==> src/hw/rtl/fpp_pkg.sv <==
// Shared types and constants for the fill-pattern pixel plotter.
`default_nettype none

package fpp_pkg;

    // Configuration register indexes, in the order of the register map.
    typedef enum logic [2:0] {
        CFG_CLIP_LEFT   = 3'd0,
        CFG_CLIP_TOP    = 3'd1,
        CFG_CLIP_RIGHT  = 3'd2,
        CFG_CLIP_BOTTOM = 3'd3,
        CFG_DRAW_COLOR  = 3'd4,
        CFG_FILL_PAT    = 3'd5,
        CFG_PALETTE     = 3'd6
    } cfg_idx_t;

    localparam int CFG_IDX_W  = 3;
    localparam int CFG_DATA_W = 64;

    // Item actions.
    localparam logic ACT_PLOT = 1'b0;
    localparam logic ACT_READ = 1'b1;

    // Bit positions inside the colour and fill-pattern words.
    localparam int COLOR_OVERRIDE_BIT = 28;
    localparam int COLOR_TRANSP_BIT   = 24;
    localparam int FILL_TRANSP_BIT    = 15;

    // Reset values of the configuration registers.
    localparam logic [7:0]  CLIP_LEFT_RST   = 8'd0;
    localparam logic [7:0]  CLIP_TOP_RST    = 8'd0;
    localparam logic [7:0]  CLIP_RIGHT_RST  = 8'd128;
    localparam logic [7:0]  CLIP_BOTTOM_RST = 8'd128;
    localparam logic [63:0] PALETTE_RST     = 64'hFEDC_BA98_7654_3210;

    // Decoded drawing state handed from the register block to the locate unit.
    typedef struct packed {
        logic [7:0]  clip_left;
        logic [7:0]  clip_top;
        logic [7:0]  clip_right;
        logic [7:0]  clip_bottom;
        logic [15:0] pattern;
        logic        transparent;
        logic [3:0]  color_pri;
        logic [3:0]  color_sec;
    } plot_cfg_t;

    // Per-item decision from the locate unit.
    typedef struct packed {
        logic       in_clip;
        logic       hi_nibble;
        logic       write_en;
        logic [3:0] color;
    } loc_t;

endpackage : fpp_pkg

`default_nettype wire

==> src/hw/rtl/fpp_cfg.sv <==
// Configuration registers and decode of colours, pattern and transparency.
`default_nettype none

module fpp_cfg
    import fpp_pkg::*;
(
    input  wire logic                  clk,
    input  wire logic                  rst_n,
    input  wire logic                  cfg_we,
    input  wire logic [CFG_IDX_W-1:0]  cfg_index,
    input  wire logic [CFG_DATA_W-1:0] cfg_data,
    output plot_cfg_t                  plot_cfg
);

    logic [7:0]  clip_left_reg;
    logic [7:0]  clip_top_reg;
    logic [7:0]  clip_right_reg;
    logic [7:0]  clip_bottom_reg;
    logic [31:0] draw_color_reg;
    logic [31:0] fill_pat_reg;
    logic [63:0] palette_reg;

    // Register writes, decoded by index; unknown indexes are ignored.
    always_ff @(posedge clk or negedge rst_n)
    begin
        if (!rst_n)
        begin
            clip_left_reg   <= CLIP_LEFT_RST;
            clip_top_reg    <= CLIP_TOP_RST;
            clip_right_reg  <= CLIP_RIGHT_RST;
            clip_bottom_reg <= CLIP_BOTTOM_RST;
            draw_color_reg  <= '0;
            fill_pat_reg    <= '0;
            palette_reg     <= PALETTE_RST;
        end
        else if (cfg_we)
        begin
            unique case (cfg_idx_t'(cfg_index))
                CFG_CLIP_LEFT:   clip_left_reg   <= cfg_data[7:0];
                CFG_CLIP_TOP:    clip_top_reg    <= cfg_data[7:0];
                CFG_CLIP_RIGHT:  clip_right_reg  <= cfg_data[7:0];
                CFG_CLIP_BOTTOM: clip_bottom_reg <= cfg_data[7:0];
                CFG_DRAW_COLOR:  draw_color_reg  <= cfg_data[31:0];
                CFG_FILL_PAT:    fill_pat_reg    <= cfg_data[31:0];
                CFG_PALETTE:     palette_reg     <= cfg_data;
                default:         ;
            endcase
        end
    end

    // Pattern source follows the override flag; colours go through the palette.
    always_comb
    begin
        plot_cfg.clip_left   = clip_left_reg;
        plot_cfg.clip_top    = clip_top_reg;
        plot_cfg.clip_right  = clip_right_reg;
        plot_cfg.clip_bottom = clip_bottom_reg;
        if (draw_color_reg[COLOR_OVERRIDE_BIT])
        begin
            plot_cfg.pattern     = draw_color_reg[15:0];
            plot_cfg.transparent = draw_color_reg[COLOR_TRANSP_BIT];
        end
        else
        begin
            plot_cfg.pattern     = fill_pat_reg[31:16];
            plot_cfg.transparent = fill_pat_reg[FILL_TRANSP_BIT];
        end
        plot_cfg.color_pri = palette_reg[{draw_color_reg[19:16], 2'b00} +: 4];
        plot_cfg.color_sec = palette_reg[{draw_color_reg[23:20], 2'b00} +: 4];
    end

endmodule : fpp_cfg

`default_nettype wire

==> config.mk <==
export PLATFORM = sky130hd
export DESIGN_NAME = fpp_cfg
export DESIGN_NICKNAME = d
export VERILOG_FILES = /design/src/hw/rtl/fpp_pkg.sv /design/src/hw/rtl/fpp_cfg.sv
export SDC_FILE = /design/constraint.sdc
export NUM_CORES = 1
export LEC_CHECK = 0
export CAP_MARGIN = 20
export CORE_UTILIZATION = 39
export CTS_CLUSTER_SIZE = 20
export DETAILED_ROUTE_END_ITERATION = 12
export DONT_BUFFER_PORTS = 1
export PLACE_DENSITY_LB_ADDON = 0.12
export REMOVE_ABC_BUFFERS = 1
export SYNTH_ARGS = -nofsm -noshare
export SYNTH_HDL_FRONTEND = slang
export SYNTH_SLANG_ARGS = --single-unit
==> constraint.sdc <==
create_clock -name clk -period 2 [get_ports clk]
set_input_delay 0.3 -clock clk [delete_from_list [all_inputs] [get_ports clk]]
set_output_delay 0.3 -clock clk [all_outputs]
set_load 0.01 [all_outputs]
======== Word level (Yosys, flattened, before mapping) ========
Cells that the tools add are included.
word-level totals
  bits in registers ....................... 157
  output and inout port bits .............. 57
  word-level logic and storage cells ...... 24
cells by class
  equality and inequality tests ........... 6
  shift-type cells ........................ 2
  multiplexer cells ....................... 1
  reductions and logical operators ........ 8
operators with widths
  cell                                                             number
  64-bit by 7-bit indexed part select with 4-bit output            2
  17-bit 2-to-1 mux                                                1
  2-bit AND reduction                                              7
  3-bit == test, second input constant                             3
  3-bit by 2-bit == test with 1-bit output, second input constant  2
  3-bit by 1-bit == test with 1-bit output, second input constant  1
  3-bit logical NOT                                                1

======== Longest topological paths before layout ========
Gate-level depths: netlist of the first run.
  depth after elaboration ................. 2
  gate-level depth with buffers ........... 5

======== Least setup slack after synthesis of the first run ========
OpenSTA, ideal clock, no wires.
  kind .................................... register to output
  from .................................... reg draw_color_reg[20]
  to ...................................... out plot_cfg[3] (netlist bit)
  arrival ................................. 1.408 ns
  setup slack ............................. 0.292 ns
  cell stages (with the launch flop) ...... 6
  path buffers ............................ 2
  cells stage by stage .................... dfrtp_1 buf_6 buf_6 mux4_1 a22oi_1 nand3_1
RTL lines
  what                      RTL line       source
  start: declaration        fpp_cfg.sv:19  logic [31:0] draw_color_reg;
  start signal: assignment  fpp_cfg.sv:43  CFG_DRAW_COLOR: draw_color_reg <= cfg_data[31:0];
  end: declaration          fpp_cfg.sv:12  output plot_cfg_t plot_cfg

==> results of run 1 <==
==> repair_timing <==
action / CTS / global route
buffers inserted: 4 / 0
endpoints found under the setup margin: 8 / 8
hold buffers: 10 / 1
gates resized for setup: 40 / 4
pin swaps: 14 / 4
hold endpoints to repair: 149 / 140
==> area by class of cell <==
type / count / area [um2] / share of cell area
clock buffers: 19 / 443 / 0.0579
clock inverters: 13 / 189 / 0.0247
multi-input cells: 235 / 2900 / 0.379
flip-flops and latches: 139 / 3520 / 0.460
well taps: 216 / 270 / 0.0353
repair buffers: 27 / 328 / 0.0428
==> cells in the mapped netlist <==
cell type  number  area (um2)
nand3_1        16        80.1
nor3b_4         2        37.5
nand2_1         9        33.8
nor3_4          2        32.5
buf_2           5        25.0
nand4b_1        2        17.5
mux2_1         11         124
mux2_2        145        1630
nand2b_2        1        8.76
clkbuf_2        1        5.00
buf_4           9        67.6
mux4_2         16         360
dfstp_2        34         893
nor2_1          2        7.51
nor2b_1         4        25.0
mux4_1         16         420
nand4b_2        1        15.0
clkbuf_1        2        7.51
dfrtp_1       105        2630
buf_6           5        56.3
a22oi_1         8        60.1
==> power by group <==
| group | internal, W | total [W] | leakage [nW] | switching, W |
|---|---|---|---|---|
| Combinational | 0.00126 | 0.00203 | 1.19 | 0.000768 |
| Sequential | 0.00355 | 0.00417 | 1.61 | 0.000619 |
| Clock | 0.00213 | 0.00334 | 0.304 | 0.00122 |
==> per-stage QoR <==
step / setup slack, ns / hold slack, ns / power, W
after global placement: 0.205 / 0.00949 / 0.00595
after detailed placement: 0.174 / 0.0126 / 0.00601
after CTS: -0.130 / -0.443 / 0.00964
final: -0.0986 / -0.425 / 0.00954
after global routing: -0.212 / -0.450 / 0.0100
after floorplan: -1.16 / 0.00441 / 0.00547
==> metal layers <==
layer  GRT usage  up-vias
met4      0.0711        0
met1       0.231     1973
met3      0.0683       18
met5           0        -
met2       0.279      114
li1            -     1541
==> worst max-delay path by stage <==
stage	slack, ns	start	to	cells after the start
2_1_floorplan	-1.16	cfg_index[0]	palette_reg[0]	2
6_report	-0.1	draw_color_reg[20]	plot_cfg[1]	4
3_3_place_gp	0.21	draw_color_reg[16]	plot_cfg[5]	4
4_1_cts	-0.13	draw_color_reg[20]	plot_cfg[1]	4
3_5_place_dp	0.17	draw_color_reg[20]	plot_cfg[1]	4
5_1_grt	-0.21	draw_color_reg[16]	plot_cfg[6]	4
==> logic make-up after synthesis <==
| kind of cell | count (synthesis) | synth area share |
|---|---|---|
| muxes | 188 | 0.388 |
| DFF | 139 | 0.539 |
| and+or+nand+nor | 39 | 0.0394 |
| buffers and inverters | 22 | 0.0247 |
| AOI/OAI and AO/OA | 8 | 0.00919 |
==> impl_metrics.json, run 1 <==
{
  "syn_avg_cell_area_um2": 16.5,
  "dr.pass1.iters": 4,
  "end_kind": "output pin",
  "dp_hpwl_mm": 10.2,
  "max_cap_violations": 0,
  "largest_reg_flops": 64,
  "yosysSeqAreaShare": 0.539,
  "fin_ws_ns": -0.0986,
  "yosysWarnings": 0,
  "grt_max_degree": 140,
  "diodes": 0,
  "vias": 3646,
  "grt_pass1_wl_mm": 23.6,
  "status": "finished with violations",
  "ant_nets": 0,
  "setup_viol": 8,
  "layout_commonest_cell": "mux2_2",
  "violations": "hold timing, setup timing",
  "max-clock-path-buffers": 2,
  "fmax_ghz": 0.477,
  "drt-total-wl_mm": 14.6,
  "rsz0062_at_grt": "true",
  "ys_types": 21,
  "die_w_um": 131,
  "min_path_type": "input pin to asynchronous set/reset pin",
  "path_max_fanout": 5,
  "initialDrtViolationCount": 127,
  "cpPeakStageDelay_ns": 0.52,
  "cts_made_buffers": 17,
  "cp_data_arrival_time_ns": 1.80,
  "routed_via_density": 5.62,
  "syn_to_final_growth_pct": 17.1,
  "routed.top_layer": "met4",
  "final_cell_mix": "mux2_2, dfrtp_1, dfstp_2",
  "slowest_stage": "mux4_2",
  "critPathTopFamily": "multiplexers",
  "htree_levels": 4,
  "drt-met1-wl_mm": 6.44,
  "port_buffers": 0,
  "die_area_um2": 17300,
  "path_cells": "buf_6 > mux4_2 > a22oi_2 > nand3_2",
  "clock_sinks": 139,
  "post_dp_cell_area_um2": 6790,
  "r2r-end": "draw_color_reg[28]",
  "insertion_delay_ns": 0.42,
  "ir_worst_vdd_mv": 0.644,
  "start_util": 0.406,
  "setup.worst_path.class": "flop to output pin",
  "clk_pin_slew_ns": 0.06,
  "track_usage": 0.182,
  "wire_per_inst_um": 22.5,
  "num-fill-cells": 1407,
  "slew_viol_final": 0,
  "grt_pass1_vias": 4031,
  "regToRegSetupSlack_ns": 0.96,
  "stdcell_count": 649,
  "post-route-min-period_ns": 2.10,
  "ys_seq_elements": 139,
  "drive_above_1_share": 0.661,
  "dp.cells": 602,
  "fin_setup_tns_ns": -0.703,
  "fin_crit_sh": 1.05,
  "drc": 0,
  "grt_antenna_before_repair": 0,
  "worst-path-buf-inv": 1,
  "crit_required_ns": 1.70,
  "cts_tree": "built",
  "reg2reg_depth": 2,
  "timing.rr.start": "draw_color_reg[28]",
  "start_kind": "flop",
  "die_y_um": 131,
  "postLayoutCoreUtil": 0.475,
  "grt_overflow_total": 0,
  "leakage_nw": 3.11,
  "worst_pin_slew_ns": 0.715,
  "p_per_area_nw_per_um2": 1250,
  "dr_wl_met2_mm": 6.87,
  "clock_tree.root_cell": "clkbuf_16",
  "gp_congestion": 0.763,
  "synthCells": 396,
  "holdWs_ns": -0.425,
  "hold_viol_final": 139,
  "ios": 127,
  "synthesis.area_um2": 6540,
  "fin_nets": 490,
  "route.met3.wl_mm": 1.09,
  "rows": 46,
  "core_um2": 16100,
  "final_area_um2": 7650,
  "slew-limit-headroom": 0.521,
  "skew_ns": 0
}
(Power assumes the default switching activity.)
==> inputs of run 2 (changes only) <==
--- a/config.mk
+++ b/config.mk
@@ -5,7 +5,6 @@
 export SDC_FILE = /design/constraint.sdc
 export NUM_CORES = 1
 export LEC_CHECK = 0
-export CAP_MARGIN = 20
 export CORE_UTILIZATION = 39
 export CTS_CLUSTER_SIZE = 20
 export DETAILED_ROUTE_END_ITERATION = 12
@@ -15,3 +14,4 @@
 export SYNTH_ARGS = -nofsm -noshare
 export SYNTH_HDL_FRONTEND = slang
 export SYNTH_SLANG_ARGS = --single-unit
+export TNS_END_PERCENT = 1
==> constraint.sdc (replaced) <==
create_clock -name clk -period 2 [get_ports clk]
set_input_delay 0.2 -clock clk [delete_from_list [all_inputs] [get_ports clk]]
set_output_delay 0.2 -clock clk [all_outputs]
set_load 0.01 [all_outputs]
==> run 2 against run 1 <==
Effect of this change:
- the run still ends with hold timing, setup timing left
- sequential share of layout area fell by 3.0 points
- worst hold slack got worse by 0.092 ns
- core utilization rose by 3.3 points
- sequential power about the same
- clock skew unchanged
- via count increased by 4.4%
- largest power group unchanged
==> impl_metrics.json, run 2 (synthesis gave the netlist of run 1 again) <==
{
  "grt_max_degree": 140,
  "crit_required_ns": 1.80,
  "final_cell_mix": "mux2_2, dfrtp_1, dlygate4sd3_1",
  "insertion_delay_ns": 0.41,
  "status": "finished with violations",
  "holdWs_ns": -0.517,
  "post_dp_cell_area_um2": 6790,
  "largest_reg_flops": 64,
  "max_cap_violations": 0,
  "cts_made_buffers": 17,
  "drive_above_1_share": 0.583,
  "drt-total-wl_mm": 15.2,
  "fin_ws_ns": -0.0243,
  "die_y_um": 131,
  "clk_pin_slew_ns": 0.06,
  "initialDrtViolationCount": 155,
  "min_path_type": "input pin to asynchronous set/reset pin",
  "slew-limit-headroom": 0.532,
  "fin_nets": 544,
  "core_um2": 16100,
  "leakage_nw": 3.33,
  "routed_via_density": 5.40,
  "die_w_um": 131,
  "p_per_area_nw_per_um2": 1170,
  "drc": 0,
  "final_area_um2": 8190,
  "layout_commonest_cell": "mux2_2",
  "grt_antenna_before_repair": 2,
  "vias": 3807,
  "clock_tree.root_cell": "clkbuf_16",
  "track_usage": 0.190,
  "clock_sinks": 139,
  "start_util": 0.406,
  "power_w": 0.00962,
  "skew_ns": 0,
  "post-route-min-period_ns": 2.02,
  "port_buffers": 0,
  "violations": "hold timing, setup timing",
  "slew_viol_final": 0,
  "fin_crit_sh": 1.01,
  "htree_levels": 4,
  "ant_nets": 0,
  "grt_overflow_total": 0,
  "grt_pass1_vias": 4312,
  "end_kind": "output pin",
  "dp_hpwl_mm": 10.4,
  "path_max_fanout": 5,
  "fmax_ghz": 0.494,
  "cts_tree": "built",
  "grt_pass1_wl_mm": 24.9,
  "worst_pin_slew_ns": 0.699,
  "gp_congestion": 0.759,
  "setup_viol": 5,
  "ios": 127,
  "rows": 46,
  "die_area_um2": 17300,
  "cts_hold_repair.buffers": 64,
  "max-clock-path-buffers": 2,
  "start_kind": "flop",
  "dr.pass1.iters": 4,
  "rsz0062_at_grt": "true",
  "syn_to_final_growth_pct": 25.3,
  "setup.worst_path.class": "flop to output pin",
  "cp_data_arrival_time_ns": 1.82,
  "ir_worst_vdd_mv": 0.597,
  "wire_per_inst_um": 21.6,
  "hold_viol_final": 139
}
-- run 2: changes by cell type in the layout (fill, tap and decap cells not counted), moves of 2 or more --
cell           before  now
buf_12              6    8
dlygate4sd3_1      11   64
buf_6               6    4
nand3_1             4    6
nand3_2            12   10
clkbuf_8            1    4
diode_2             0    2
clkinv_4            3    1
-- run 2: layer usage --
layer	vias to the layer above	part of all wire	GRT usage	wire, um
met4	0	0.011	0.0620	173
met3	12	0.064	0.0610	980
met5	-	0	0	0
met1	2034	0.44	0.248	6710
met2	101	0.48	0.299	7360
li1	1660	-	-	-
-- run 2: timing repair --
action	4_1_cts	5_1_grt
pin swaps	14	5
endpoints found under the setup margin	8	8
endpoints found under the hold margin	278	139
buffers inserted	5	0
resized for setup	37	3
-- run 2: where the power goes --
part	leakage [nW]	total [W]	internal [W]	switching [W]
sequential	1.61	0.00417	0.00355	0.000620
combinational	1.42	0.00216	0.00134	0.000823
clock	0.296	0.00329	0.00210	0.00119
total	3.33	0.00962	0.00699	0.00263
-- run 2: worst paths after layout --
kind	endpoint	slack [ns]	cells past startpoint	startpoint
worst max register to register	draw_color_reg[28]	0.93	2	draw_color_reg[28]
worst min register to register	draw_color_reg[12]	0.48	1	draw_color_reg[12]
max in group asynchronous	clip_right_reg[7]	2.21	0	rst_n
min in group clk	clip_left_reg[1]	0.09	2	cfg_index[1]
worst max-delay path	plot_cfg[2]	-0.02	4	draw_color_reg[20]
worst min-delay path	palette_reg[42]	-0.52	0	rst_n
-- run 2: worst max-delay path: stages (launching register included) --
cell and delay (ns):
dfrtp_1 0.38, buf_6 0.16, mux4_2 0.52, a22oi_2 0.21, nand3_2 0.13
-- run 2: final cells by class --
type | instances | area (um2)
well taps | 216 | 270
fillers | 1404 | 7930
flip-flops and latches | 139 | 3520
diodes | 2 | 5.00
repair buffers | 81 | 883
multi-input cells | 235 | 2890
clock inverters | 9 | 135
clock buffers | 23 | 488
-- run 2: through the flow --
| stage | hold WS (ns) | setup slack, ns | TNS [ns] | instances | util |
|---|---|---|---|---|---|
| global placement | -0.0890 | 0.301 | 0 | 602 | 0.421 |
| CTS | -0.533 | -0.0265 | -0.0875 | 703 | 0.509 |
| detailed placement | -0.0881 | 0.275 | 0 | 602 | 0.421 |
| floorplan | -0.0956 | -1.06 | -66.62 | 374 | - |
| global route | -0.538 | -0.112 | -0.653 | 703 | 0.508 |
| finish | -0.517 | -0.0243 | -0.0569 | 705 | 0.508 |
