<file path="src/hw/rtl/fpp_pkg.sv">
// Shared types and constants for the fill-pattern pixel plotter.
`default_nettype none

package fpp_pkg;

    // Configuration register indexes, in the order of the register map.
    typedef enum logic [2:0] {
        CFG_CLIP_LEFT   = 3'd0,
        CFG_CLIP_TOP    = 3'd1,
        CFG_CLIP_RIGHT  = 3'd2,
        CFG_CLIP_BOTTOM = 3'd3,
        CFG_DRAW_COLOR  = 3'd4,
        CFG_FILL_PAT    = 3'd5,
        CFG_PALETTE     = 3'd6
    } cfg_idx_t;

    localparam int CFG_IDX_W  = 3;
    localparam int CFG_DATA_W = 64;

    // Item actions.
    localparam logic ACT_PLOT = 1'b0;
    localparam logic ACT_READ = 1'b1;

    // Bit positions inside the colour and fill-pattern words.
    localparam int COLOR_OVERRIDE_BIT = 28;
    localparam int COLOR_TRANSP_BIT   = 24;
    localparam int FILL_TRANSP_BIT    = 15;

    // Reset values of the configuration registers.
    localparam logic [7:0]  CLIP_LEFT_RST   = 8'd0;
    localparam logic [7:0]  CLIP_TOP_RST    = 8'd0;
    localparam logic [7:0]  CLIP_RIGHT_RST  = 8'd128;
    localparam logic [7:0]  CLIP_BOTTOM_RST = 8'd128;
    localparam logic [63:0] PALETTE_RST     = 64'hFEDC_BA98_7654_3210;

    // Decoded drawing state handed from the register block to the locate unit.
    typedef struct packed {
        logic [7:0]  clip_left;
        logic [7:0]  clip_top;
        logic [7:0]  clip_right;
        logic [7:0]  clip_bottom;
        logic [15:0] pattern;
        logic        transparent;
        logic [3:0]  color_pri;
        logic [3:0]  color_sec;
    } plot_cfg_t;

    // Per-item decision from the locate unit.
    typedef struct packed {
        logic       in_clip;
        logic       hi_nibble;
        logic       write_en;
        logic [3:0] color;
    } loc_t;

endpackage : fpp_pkg

`default_nettype wire

</file>
<file path="src/hw/rtl/fpp_locate.sv">
// Clip test, store address and fill-pattern decision for one coordinate.
`default_nettype none

module fpp_locate
    import fpp_pkg::*;
#(
    parameter int SCREEN_WIDTH  = 128,
    parameter int SCREEN_HEIGHT = 128,
    parameter int ADDR_W        = 13
) (
    input  wire logic               action,
    input  wire logic signed [31:0] x_pos,
    input  wire logic signed [31:0] y_pos,
    input  plot_cfg_t               plot_cfg,
    output loc_t                    loc,
    output logic [ADDR_W-1:0]       addr
);

    localparam int XW    = $clog2(SCREEN_WIDTH);
    localparam int YW    = $clog2(SCREEN_HEIGHT);
    localparam int PIX_W = $clog2(SCREEN_WIDTH * SCREEN_HEIGHT);
    localparam logic [15:0] W16 = 16'(SCREEN_WIDTH);
    localparam logic [15:0] H16 = 16'(SCREEN_HEIGHT);

    logic [15:0]      ux;
    logic [15:0]      uy;
    logic [15:0]      right_lim;
    logic [15:0]      bottom_lim;
    logic             in_x;
    logic             in_y;
    logic [XW-1:0]    xi;
    logic [YW-1:0]    yi;
    logic [PIX_W-1:0] lin;
    logic             pat_bit;

    // Integer parts; a negative coordinate is never inside.
    assign ux = x_pos[31:16];
    assign uy = y_pos[31:16];

    // Clip bounds limited to the screen.
    assign right_lim  = ({8'd0, plot_cfg.clip_right} < W16) ? {8'd0, plot_cfg.clip_right} : W16;
    assign bottom_lim = ({8'd0, plot_cfg.clip_bottom} < H16) ? {8'd0, plot_cfg.clip_bottom} : H16;

    assign in_x = !x_pos[31] && (ux >= {8'd0, plot_cfg.clip_left}) && (ux < right_lim);
    assign in_y = !y_pos[31] && (uy >= {8'd0, plot_cfg.clip_top}) && (uy < bottom_lim);

    assign xi = ux[XW-1:0];
    assign yi = uy[YW-1:0];

    // Linear pixel index; two pixels share a byte.
    assign lin = PIX_W'(32'(yi) * 32'(SCREEN_WIDTH)) + PIX_W'(xi);

    assign pat_bit = plot_cfg.pattern[{yi[1:0], xi[1:0]}];

    // Plot decision: a set pattern bit draws the secondary colour unless transparent.
    always_comb
    begin
        loc.in_clip   = in_x && in_y;
        loc.hi_nibble = xi[0];
        loc.write_en  = loc.in_clip && (action == ACT_PLOT) &&
                        !(pat_bit && plot_cfg.transparent);
        loc.color     = pat_bit ? plot_cfg.color_sec : plot_cfg.color_pri;
        addr          = loc.in_clip ? ADDR_W'(lin >> 1) : '0;
    end

endmodule : fpp_locate

`default_nettype wire

</file>
<file path="config.mk">
export PLATFORM = sky130hd
export DESIGN_NAME = fpp_locate
export DESIGN_NICKNAME = d
export VERILOG_FILES = /design/src/hw/rtl/fpp_pkg.sv /design/src/hw/rtl/fpp_locate.sv
export SDC_FILE = /design/constraint.sdc
export NUM_CORES = 1
export LEC_CHECK = 0
export ABC_AREA = 1
export BUFFER_PORTS_ARGS = -buffer_cell sky130_fd_sc_hd__buf_2
export CAP_MARGIN = 15
export CORE_ASPECT_RATIO = 0.9
export CORE_MARGIN = 5
export CORE_UTILIZATION = 39
export DETAILED_ROUTE_END_ITERATION = 10
export GPL_TIMING_DRIVEN = 0
export PLACE_DENSITY_LB_ADDON = 0.2
export REMOVE_ABC_BUFFERS = 1
export SLEW_MARGIN = 15
export SYNTH_ARGS = -nofsm -noshare
export SYNTH_HDL_FRONTEND = slang
export SYNTH_SLANG_ARGS = --single-unit
export TNS_END_PERCENT = 1
</file>
<file path="constraint.sdc">
create_clock -name vclk -period 3.55
set_clock_uncertainty 0.05 [all_clocks]
set_input_delay 0.71 -clock vclk [all_inputs]
set_output_delay 0.71 -clock vclk [all_outputs]
set_load 0.01 [all_outputs]
</file>
# Yosys cells after proc, flatten, opt, wreduce, memory -nomap -nowiden

Index checks and enable logic that the tools add are counted.

Logic and storage cells: 26
Input port bits: 122
Output and inout bits: 20
Register bits: 0

Bitwise gates (word level): 1
Magnitude comparators: 7
$add $sub $neg: 1
Muxes and demuxes: 6
Reductions and logical operators: 11

Operators by type and width:

| cell                                                                  | number |
|---|---|
| 16-bit by 8-bit greater-or-equal comparator with 1-bit output         | 2 |
| 16-bit by 8-bit < comparator with 1-bit output                        | 2 |
| 8-bit < comparator (second input constant)                            | 2 |
| 8-bit 2-to-1 mux                                                      | 2 |
| 14-bit by 7-bit adder with 14-bit output                              | 1 |
| 13-bit 2-to-1 mux                                                     | 1 |
| 1-bit logical AND                                                     | 8 |
| 4-bit by 5-bit < comparator with 1-bit output (second input constant) | 1 |
| 1-bit binary-select mux with 4-bit select                             | 1 |
| 4-bit 2-to-1 mux                                                      | 1 |
| 1-bit logical NOT                                                     | 3 |
| 1-bit 2-to-1 mux                                                      | 1 |
| 1-bit inverter                                                        | 1 |

# Longest topological paths before layout

Gate-level depths: netlist of run 1.

Depth after elaboration: 7
Mapped depth: 15
Gate-level depth less buffers: 13

# Worst setup path before layout of run 1

OpenSTA, ideal clock, no wires.

Path type: input -> output
Start point: input port plot_cfg[32] (netlist name)
End point: output port loc[4] (netlist name)
Arrival time: 1999 ps
Slack: 791 ps
Path buffers: 1
Required time: 2790 ps
Cell stages on the path: 13
Path through: inv_2 -> nand2_1 -> ha_1 -> nand2_1 -> inv_1 -> nand3_1 -> nand2_1 -> nor2_1 -> nand3_1 -> nor2_1 -> buf_6 -> nand3_1 -> nor2_1

RTL lines:

| what        | RTL line         | RTL |
|---|---|---|
| from (decl) | fpp_locate.sv:14 | `input plot_cfg_t plot_cfg,` |
| to (decl)   | fpp_locate.sv:15 | `output loc_t loc,` |

==> results of run 1 <==
==> kinds of logic (layout without fill, tap and decap cells) <==
family	after synthesis	after routing	synth area share
buf+inv	43	149	0.159
compound gates	18	18	0.0787
fa+ha+maj	30	30	0.295
simple gates	140	140	0.467
==> synthesized netlist by cell type <==
master                      n  share of area
sky130_fd_sc_hd__o21ai_0    7          0.028
sky130_fd_sc_hd__buf_6      3          0.027
sky130_fd_sc_hd__nand4_1    1         0.0049
sky130_fd_sc_hd__inv_1     34           0.10
sky130_fd_sc_hd__o21a_1     1         0.0059
sky130_fd_sc_hd__a21oi_1    7          0.028
sky130_fd_sc_hd__nand3_1   15          0.059
sky130_fd_sc_hd__o211ai_1   2          0.012
sky130_fd_sc_hd__a21boi_0   1         0.0059
sky130_fd_sc_hd__nand2_2    1         0.0049
sky130_fd_sc_hd__and3_1     9          0.044
sky130_fd_sc_hd__and3_2     1         0.0059
sky130_fd_sc_hd__inv_8      2          0.018
sky130_fd_sc_hd__nand3b_1   2          0.012
sky130_fd_sc_hd__nand3_2    1         0.0079
sky130_fd_sc_hd__buf_4      1         0.0059
sky130_fd_sc_hd__nor3_1     4          0.016
sky130_fd_sc_hd__ha_1      30           0.29
sky130_fd_sc_hd__nand2_1   70           0.21
sky130_fd_sc_hd__inv_2      3         0.0088
sky130_fd_sc_hd__nor2_1    36           0.11
==> final timing paths <==
check,slack [ps],cells past startpoint,endpoint,from
max,350,14,loc[4],plot_cfg[32]
min,1640,4,loc[0],plot_cfg[0]
==> power by group <==
| group | internal [mW] | switching (mW) | leakage, nW |
|---|---|---|---|
| clock | 0 | 0 | 0 |
| combinational | 0.0879 | 0.0988 | 1.26 |
| sequential | 0 | 0 | 0 |
| total | 0.0879 | 0.0988 | 1.26 |
==> metrics by stage <==
| step | hold slack, ps | cell area (um^2) |
|---|---|---|
| final | 1640 | 1840 |
| after detailed placement | 1640 | 1830 |
| after global routing | 1690 | 1840 |
| after floorplan | 1370 | 1230 |
| after CTS | 1640 | 1830 |
| after global placement | 1640 | 1830 |
==> repair_timing <==
action,4_1_cts,5_1_grt
gates resized for setup,0,1
setup buffers,0,0
endpoints found under the hold margin,0,0
setup endpoints to repair,0,11
==> worst max-delay path: stages <==
cell and delay (ps):
sky130_fd_sc_hd__buf_2 100, sky130_fd_sc_hd__inv_2 110, sky130_fd_sc_hd__nand2_1 70, sky130_fd_sc_hd__ha_1 270, sky130_fd_sc_hd__nand2_1 80, sky130_fd_sc_hd__inv_1 50
sky130_fd_sc_hd__nand3_1 60, sky130_fd_sc_hd__nand2_1 50, sky130_fd_sc_hd__nor2_1 130, sky130_fd_sc_hd__nand3_1 100, sky130_fd_sc_hd__nor2_2 330, sky130_fd_sc_hd__nand3_1 120
sky130_fd_sc_hd__nor2_1 120, sky130_fd_sc_hd__buf_2 150
==> layer usage <==
layer / global-route usage / share of wire / routed length (um) / vias to the layer above
li1: - / - / - / 949
met1: 0.203 / 0.44 / 1660 / 691
met2: 0.302 / 0.45 / 1700 / 70
met3: 0.0345 / 0.11 / 415 / 0
met4: 0.00239 / 0 / 0 / 0
met5: 0 / 0 / 0 / -
==> cell type report <==
class / count / area (um^2)
Tap cell: 42 / 52.6
Timing Repair Buffer: 110 / 551
Fill cell: 328 / 1250
Multi-Input combinational cell: 188 / 1070
Inverter: 39 / 161
==> metrics.yaml, run 1 <==
grt_pass1_vias: 1616
dr_total_vias: 1710
run_status: "completed"
final_net_count: 491
finalWeightedCongestion: 0.846
setup_viol: 0
final.period_utilization: 0.901
setup_ws_ps: 352
maxClockFrequency_ghz: 0.313
pwr_per_cell_area_mw_per_mm2: 102
drcViolationCount: 0
final_max_slew_viol_count: 0
slew_headroom: 0.738
postLayoutCoreUtil: 0.594
viasPerCell: 4.51
synth_area_mm2: 0.00127
vdd_drop_max_uv: 55.2
layout_common_cells: "110 x sky130_fd_sc_hd__buf_2, 70 x sky130_fd_sc_hd__nand2_1, 35 x sky130_fd_sc_hd__nor2_1"
timing.critical_path.to_type: "primary output"
design.die.area_mm2: 0.00451
finalNonFillerCells: 379
synth_warnings: 0
netlist-cell-type-count: 21
required_time_worst_endpoint_ps: 2790
power_mw: 0.187
critPathLaunchType: "input port"
antennaDiodeCount: 0
route.final.wire_length_mm: 3.77
maxCapViolations: 0
grtUsageTotal: 0.162
grt_first_pass_wirelength_mm: 6.56
core.rowCount: 19
layout.cells.most_common: "sky130_fd_sc_hd__buf_2"
placeableCoreArea_mm2: 0.00309
largest_net_degree_at_the_start_of_global_routing: 12
areaGrowthSynthToFinish_pct: 44.3
dieHeight_um: 64.2
sequential_cell_total: 0
route.detailed.wl_per_inst_um: 9.94
first_iter_violations: 37
initial_util: 0.412
cts.hold.buffers_added: 0
static-leakage-power_nw: 1.26
finalCriticalPeriod_ps: 3200
drive_gt1_frac: 0.353
syn_area_per_cell_um2: 5.51
worstPathArrival_ps: 2440
antenna_violating_nets_post_route: 0
ioPinCount: 142
post_synth_inst_count: 231
overflow_after_grt: 0
min_path_type: "in2out"
post-place-ws_ps: 148
setup_repair_after_global_routing_missed_its_margin: "no"
layout.area.seq_um2: 0
drt_pre_antenna_iters: 4
critPathKind: "in2out"
worst_pin_slew_ps: 393
dpl.cell_count: 379
setup-tns-final_ps: 0
number_of_antenna_violations_at_the_first_check_in_global_routing: 0
hpwl_detailed_mm: 3.44
final_hold_viol_count: 0
place.port_buffers: 110
critical_path.max_fanout: 11
clockBufferCount: 0
chipWidth_um: 70.2
synth-seq-area-share: 0
No activity file was read; power rests on OpenSTA's default activity.
==> inputs of run 2 (changes only) <==
- CORE_MARGIN: 5 -> 2
- CORE_UTILIZATION: 39 -> 36
- clock period: 3.55 -> 3.4 ns (I/O delays scaled with it)
==> run 2 against run 1 <==
  * Critical path depth down 1
  * Critical endpoint is now addr[2]
  * First-iteration DRC count shrank 19%
  * Final area increased by 0.41%
  * Combinational power increased by 5%
  * Cell count grew 0.53%
==> metrics.yaml, run 2 (same netlist as run 1, synthesis figures left out) <==
run_status: "completed"  # unchanged
placeableCoreArea_mm2: 0.00338  # was 0.00309 mm^2
detailed_place.area_mm2: 0.00184  # was 0.00183 mm^2
worstHoldPathCells: 4  # unchanged
overflow_after_grt: 0  # unchanged
grt_pass1_vias: 1417  # was 1616
timing.critical_path.mode_cell: "sky130_fd_sc_hd__nand2_1"
finalCriticalPeriod_ps: 3050
final.period_utilization: 0.896
hpwl_detailed_mm: 3.21  # was 3.44 mm
vdd_drop_max_uv: 42.6  # was 55.2 uV
drive_gt1_frac: 0.353  # unchanged
maxCapViolations: 0  # unchanged
setup_viol: 0  # unchanged
maxClockFrequency_ghz: 0.328
dieHeight_um: 60.4  # was 64.2 um
layout.area.seq_um2: 0  # unchanged
ioPinCount: 142  # unchanged
place.port_buffers: 110  # unchanged
worst_pin_slew_ps: 243  # was 393 ps
design.die.area_mm2: 0.00403  # was 0.00451 mm^2
final_max_slew_viol_count: 0  # unchanged
grt_first_pass_wirelength_mm: 5.47  # was 6.56 mm
timing.critical_path.to_type: "primary output"  # unchanged
worstPathArrival_ps: 2320  # was 2440 ps
worst_hold_slack_ps: 1590  # was 1640 ps
setup_repair_after_global_routing_missed_its_margin: "no"  # unchanged
drcViolationCount: 0  # unchanged
setup-tns-final_ps: 0  # unchanged
post_cts_resized: 0  # unchanged
min_path_type: "in2out"  # unchanged
layout_common_cells: "110 x sky130_fd_sc_hd__buf_2, 70 x sky130_fd_sc_hd__nand2_1, 35 x sky130_fd_sc_hd__nor2_1"  # unchanged
pwr_per_cell_area_mw_per_mm2: 106  # was 102 mW/mm^2
dpl.cell_count: 381  # was 379
critical_path.max_fanout: 11  # unchanged
top_usage_layer: "met2"  # unchanged
critPathMaxStageDelay_ps: 270  # was 330 ps
antennaDiodeCount: 0  # unchanged
postCtsSetupBuffers: 0  # unchanged
core.rowCount: 20  # was 19
final_hold_viol_count: 0  # unchanged
slowest_stage: "sky130_fd_sc_hd__ha_1"  # was sky130_fd_sc_hd__nor2_2
setup_ws_ps: 355  # was 352 ps
grt.met3_usage: 0.0167  # was 0.0345
number_of_antenna_violations_at_the_first_check_in_global_routing: 0  # unchanged
static-leakage-power_nw: 1.26  # about the same
final_net_count: 491  # unchanged
grt.met2_usage: 0.316  # was 0.302
route.final.wire_length_mm: 3.51  # was 3.77 mm
first_iter_violations: 30  # was 37
largest_net_degree_at_the_start_of_global_routing: 12  # unchanged
required_time_worst_endpoint_ps: 2670  # was 2790 ps
initial_util: 0.377  # was 0.412
areaGrowthSynthToFinish_pct: 44.9  # was 44.3%
clockBufferCount: 0  # unchanged
gr-usage-met1: 0.213  # was 0.203
sequential_cell_total: 0  # unchanged
critPathLaunchType: "input port"  # unchanged
route.detailed.wl_per_inst_um: 9.21  # was 9.94 um
final_area_mm2: 0.00184  # about the same
chipWidth_um: 66.7  # was 70.2 um
finalWeightedCongestion: 0.743  # was 0.846
dr_total_vias: 1689  # was 1710
critical_path.cell_chain: "buf_2 -> inv_2 -> nand2_1 -> ha_1 -> nand2_1 -> inv_1 -> nand3_1 -> nand2_1 -> nor2_1 -> nand3_1 -> nor2_4 -> and3_1 -> buf_2"  # was buf_2 -> inv_2 -> nand2_1 -> ha_1 -> nand2_1 -> inv_1 -> nand3_1 -> nand2_1 -> nor2_1 -> nand3_1 -> nor2_2 -> nand3_1 -> nor2_1 -> buf_2
drt_pre_antenna_iters: 4  # unchanged
slew_headroom: 0.838  # was 0.738
grtUsageTotal: 0.165  # was 0.162
post-place-ws_ps: 46.0  # was 148 ps
antenna_violating_nets_post_route: 0  # unchanged
cts.hold.buffers_added: 0  # unchanged
finalNonFillerCells: 381  # was 379
layout.cells.most_common: "sky130_fd_sc_hd__buf_2"  # unchanged
viasPerCell: 4.43  # was 4.51
critPathKind: "in2out"  # unchanged
## run 2: cell type report
| class | instances | area (um^2) |
|---|---|---|
| inverter | 39 | 161 |
| tap | 44 | 55.1 |
| fill | 378 | 1530 |
| timing repair buffer | 110 | 551 |
| multi-input combinational | 188 | 1080 |
## run 2: critical path, delay by kind of cell
kind          cells  cell delay (ps)
fa+ha+maj         1              270
buf+inv           4              390
simple gates      8              950
## run 2: where the power goes
part	switching [mW]	internal (mW)
combinational	0.104	0.0917
sequential	0	0
clock	0	0
## run 2: path summary, 6_finish.rpt
kind,start,end
worst max-delay path,plot_cfg[32],addr[2]
worst min-delay path,plot_cfg[2],loc[2]
## run 2: through the flow
step	util	total power, mW
2_1_floorplan	-	0.109
3_3_place_gp	0.544	0.194
3_5_place_dp	0.544	0.197
4_1_cts	0.544	0.198
5_1_grt	0.546	0.230
6_report	0.546	0.196
## run 2: routing by layer
metal	vias to the layer above	routed length [um]
li1	952	-
met1	661	1550
met2	76	1610
met3	0	347
met4	0	0
met5	-	0
==> inputs of run 3 (changes only) <==
- GPL_TIMING_DRIVEN: 0 -> unset
==> run 3 against run 2 <==
  * Non-clock buffer count grew 2
  * Maximum frequency grew 2.1%
  * Flip-flop and latch count is the same
  * Critical path type unchanged
  * Critical endpoint is now addr[1]
  * Largest cell class unchanged
  * Via count grew 1.5%
  * Cell count grew 0.52%
==> metrics.yaml, run 3 (same netlist as run 1, synthesis figures left out) <==
run_status: "completed"  # unchanged
clockBufferCount: 0  # unchanged
final_max_slew_viol_count: 0  # unchanged
worst_pin_slew_ps: 237  # was 243 ps
dieHeight_um: 60.4  # unchanged
sequential_cell_total: 0  # unchanged
final_hold_viol_count: 0  # unchanged
place.port_buffers: 110  # unchanged
post_cts_resized: 0  # unchanged
static-leakage-power_nw: 1.27  # was 1.26 nW
critPathLaunchType: "input port"  # unchanged
layout.cells.most_common: "sky130_fd_sc_hd__buf_2"  # unchanged
areaGrowthSynthToFinish_pct: 45.5  # was 44.9%
critical_path.max_fanout: 8  # was 11
route.final.wire_length_mm: 3.50  # was 3.51 mm
overflow_after_grt: 0  # unchanged
post-place-ws_ps: 383  # was 46.0 ps
critPathLaunch: "plot_cfg[32]"  # unchanged
maxClockFrequency_ghz: 0.335  # was 0.328 GHz
chipWidth_um: 66.7  # unchanged
grtUsageTotal: 0.164  # was 0.165
power_mw: 0.195  # was 0.196 mW
finalNonFillerCells: 383  # was 381
setup_repair_after_global_routing_missed_its_margin: "no"  # unchanged
drt_pre_antenna_iters: 4  # unchanged
largest_net_degree_at_the_start_of_global_routing: 12  # unchanged
finalCriticalPeriod_ps: 2980  # was 3050 ps
grt_first_pass_wirelength_mm: 5.48  # was 5.47 mm
route.detailed.wl_per_inst_um: 9.14  # was 9.21 um
ioPinCount: 142  # unchanged
setup_ws_ps: 416  # was 355 ps
initial_util: 0.377  # unchanged
required_time_worst_endpoint_ps: 2670  # about the same
critPathKind: "in2out"  # unchanged
core.rowCount: 20  # unchanged
timing.critical_path.to_type: "primary output"  # unchanged
placeableCoreArea_mm2: 0.00338  # unchanged
number_of_antenna_violations_at_the_first_check_in_global_routing: 0  # unchanged
layout.area.seq_um2: 0  # unchanged
multiInputGateArea_mm2: 0.00107  # was 0.00108 mm^2
final_net_count: 493  # was 491
drcViolationCount: 0  # unchanged
pwr_per_cell_area_mw_per_mm2: 105  # was 106 mW/mm^2
worst_hold_slack_ps: 1590  # about the same
postCtsSetupBuffers: 0  # unchanged
maxCapViolations: 0  # unchanged
cp-endpoint: "addr[1]"  # was addr[2]
grt_pass1_vias: 1435  # was 1417
dpl.cell_count: 383  # was 381
setup_viol: 0  # unchanged
cts.hold.buffers_added: 0  # unchanged
setup-tns-final_ps: 0  # unchanged
final_area_mm2: 0.00185  # was 0.00184 mm^2
antenna_violating_nets_post_route: 0  # unchanged
drive_gt1_frac: 0.354  # was 0.353
detailed_place.area_mm2: 0.00185  # was 0.00184 mm^2
dr_total_vias: 1714  # was 1689
viasPerCell: 4.48  # was 4.43
hpwl_detailed_mm: 3.21  # about the same
slew_headroom: 0.842  # was 0.838
first_iter_violations: 26  # was 30
worstPathArrival_ps: 2250  # was 2320 ps
final.fill_count: 381  # was 378
postLayoutCoreUtil: 0.548  # was 0.546
finalWeightedCongestion: 0.781  # was 0.743
design.die.area_mm2: 0.00403  # unchanged
layout_common_cells: "110 x sky130_fd_sc_hd__buf_2, 70 x sky130_fd_sc_hd__nand2_1, 36 x sky130_fd_sc_hd__nor2_1"  # was 110 x sky130_fd_sc_hd__buf_2, 70 x sky130_fd_sc_hd__nand2_1, 35 x sky130_fd_sc_hd__nor2_1
min_path_type: "in2out"  # unchanged
vdd_drop_max_uv: 49.6  # was 42.6 uV
antennaDiodeCount: 0  # unchanged
final.period_utilization: 0.878  # was 0.896
run 3: changes by cell type in the layout (fill, tap and decap cells not counted), sizes merged:
| cell | change |
|---|---|
| buf | +2 |
run 3: layer usage:
layer | GRT usage | part of all wire | vias up
li1 | - | - | 954
met1 | 0.209 | 0.45 | 687
met2 | 0.313 | 0.44 | 73
met3 | 0.0241 | 0.11 | 0
met4 | 0 | 0 | 0
met5 | 0 | 0 | -
run 3: worst min path at each step:
stage | start | endpoint | slack [ps] | cells after the start
after floorplan | x_pos[16] | loc[5] | 1310 | 0
after global placement | plot_cfg[3] | loc[3] | 1590 | 4
after detailed placement | plot_cfg[3] | loc[3] | 1600 | 4
after CTS | plot_cfg[3] | loc[3] | 1600 | 4
after global routing | plot_cfg[0] | loc[0] | 1620 | 4
final | plot_cfg[3] | loc[3] | 1590 | 4
run 3: layout make-up:
class                           instances  share of cell area
Multi-Input combinational cell        188               0.578
Tap cell                               44              0.0297
Timing Repair Buffer                  112               0.305
Inverter                               39              0.0872
run 3: worst max-delay path, stage by stage:
cell	delay (ps)
sky130_fd_sc_hd__buf_2	100
sky130_fd_sc_hd__inv_2	100
sky130_fd_sc_hd__nand2_1	70
sky130_fd_sc_hd__ha_1	270
sky130_fd_sc_hd__nand2_1	80
sky130_fd_sc_hd__inv_1	50
sky130_fd_sc_hd__nand3_1	60
sky130_fd_sc_hd__nand2_1	50
sky130_fd_sc_hd__nor2_1	140
sky130_fd_sc_hd__nand3_1	90
sky130_fd_sc_hd__nor2_1	120
sky130_fd_sc_hd__buf_4	150
sky130_fd_sc_hd__and3_1	160
sky130_fd_sc_hd__buf_2	140
run 3: where the power goes:
group          switching, mW  internal, mW  total, mW
combinational          0.103        0.0917      0.195
sequential                 0             0          0
clock                      0             0          0
total                  0.103        0.0917      0.195
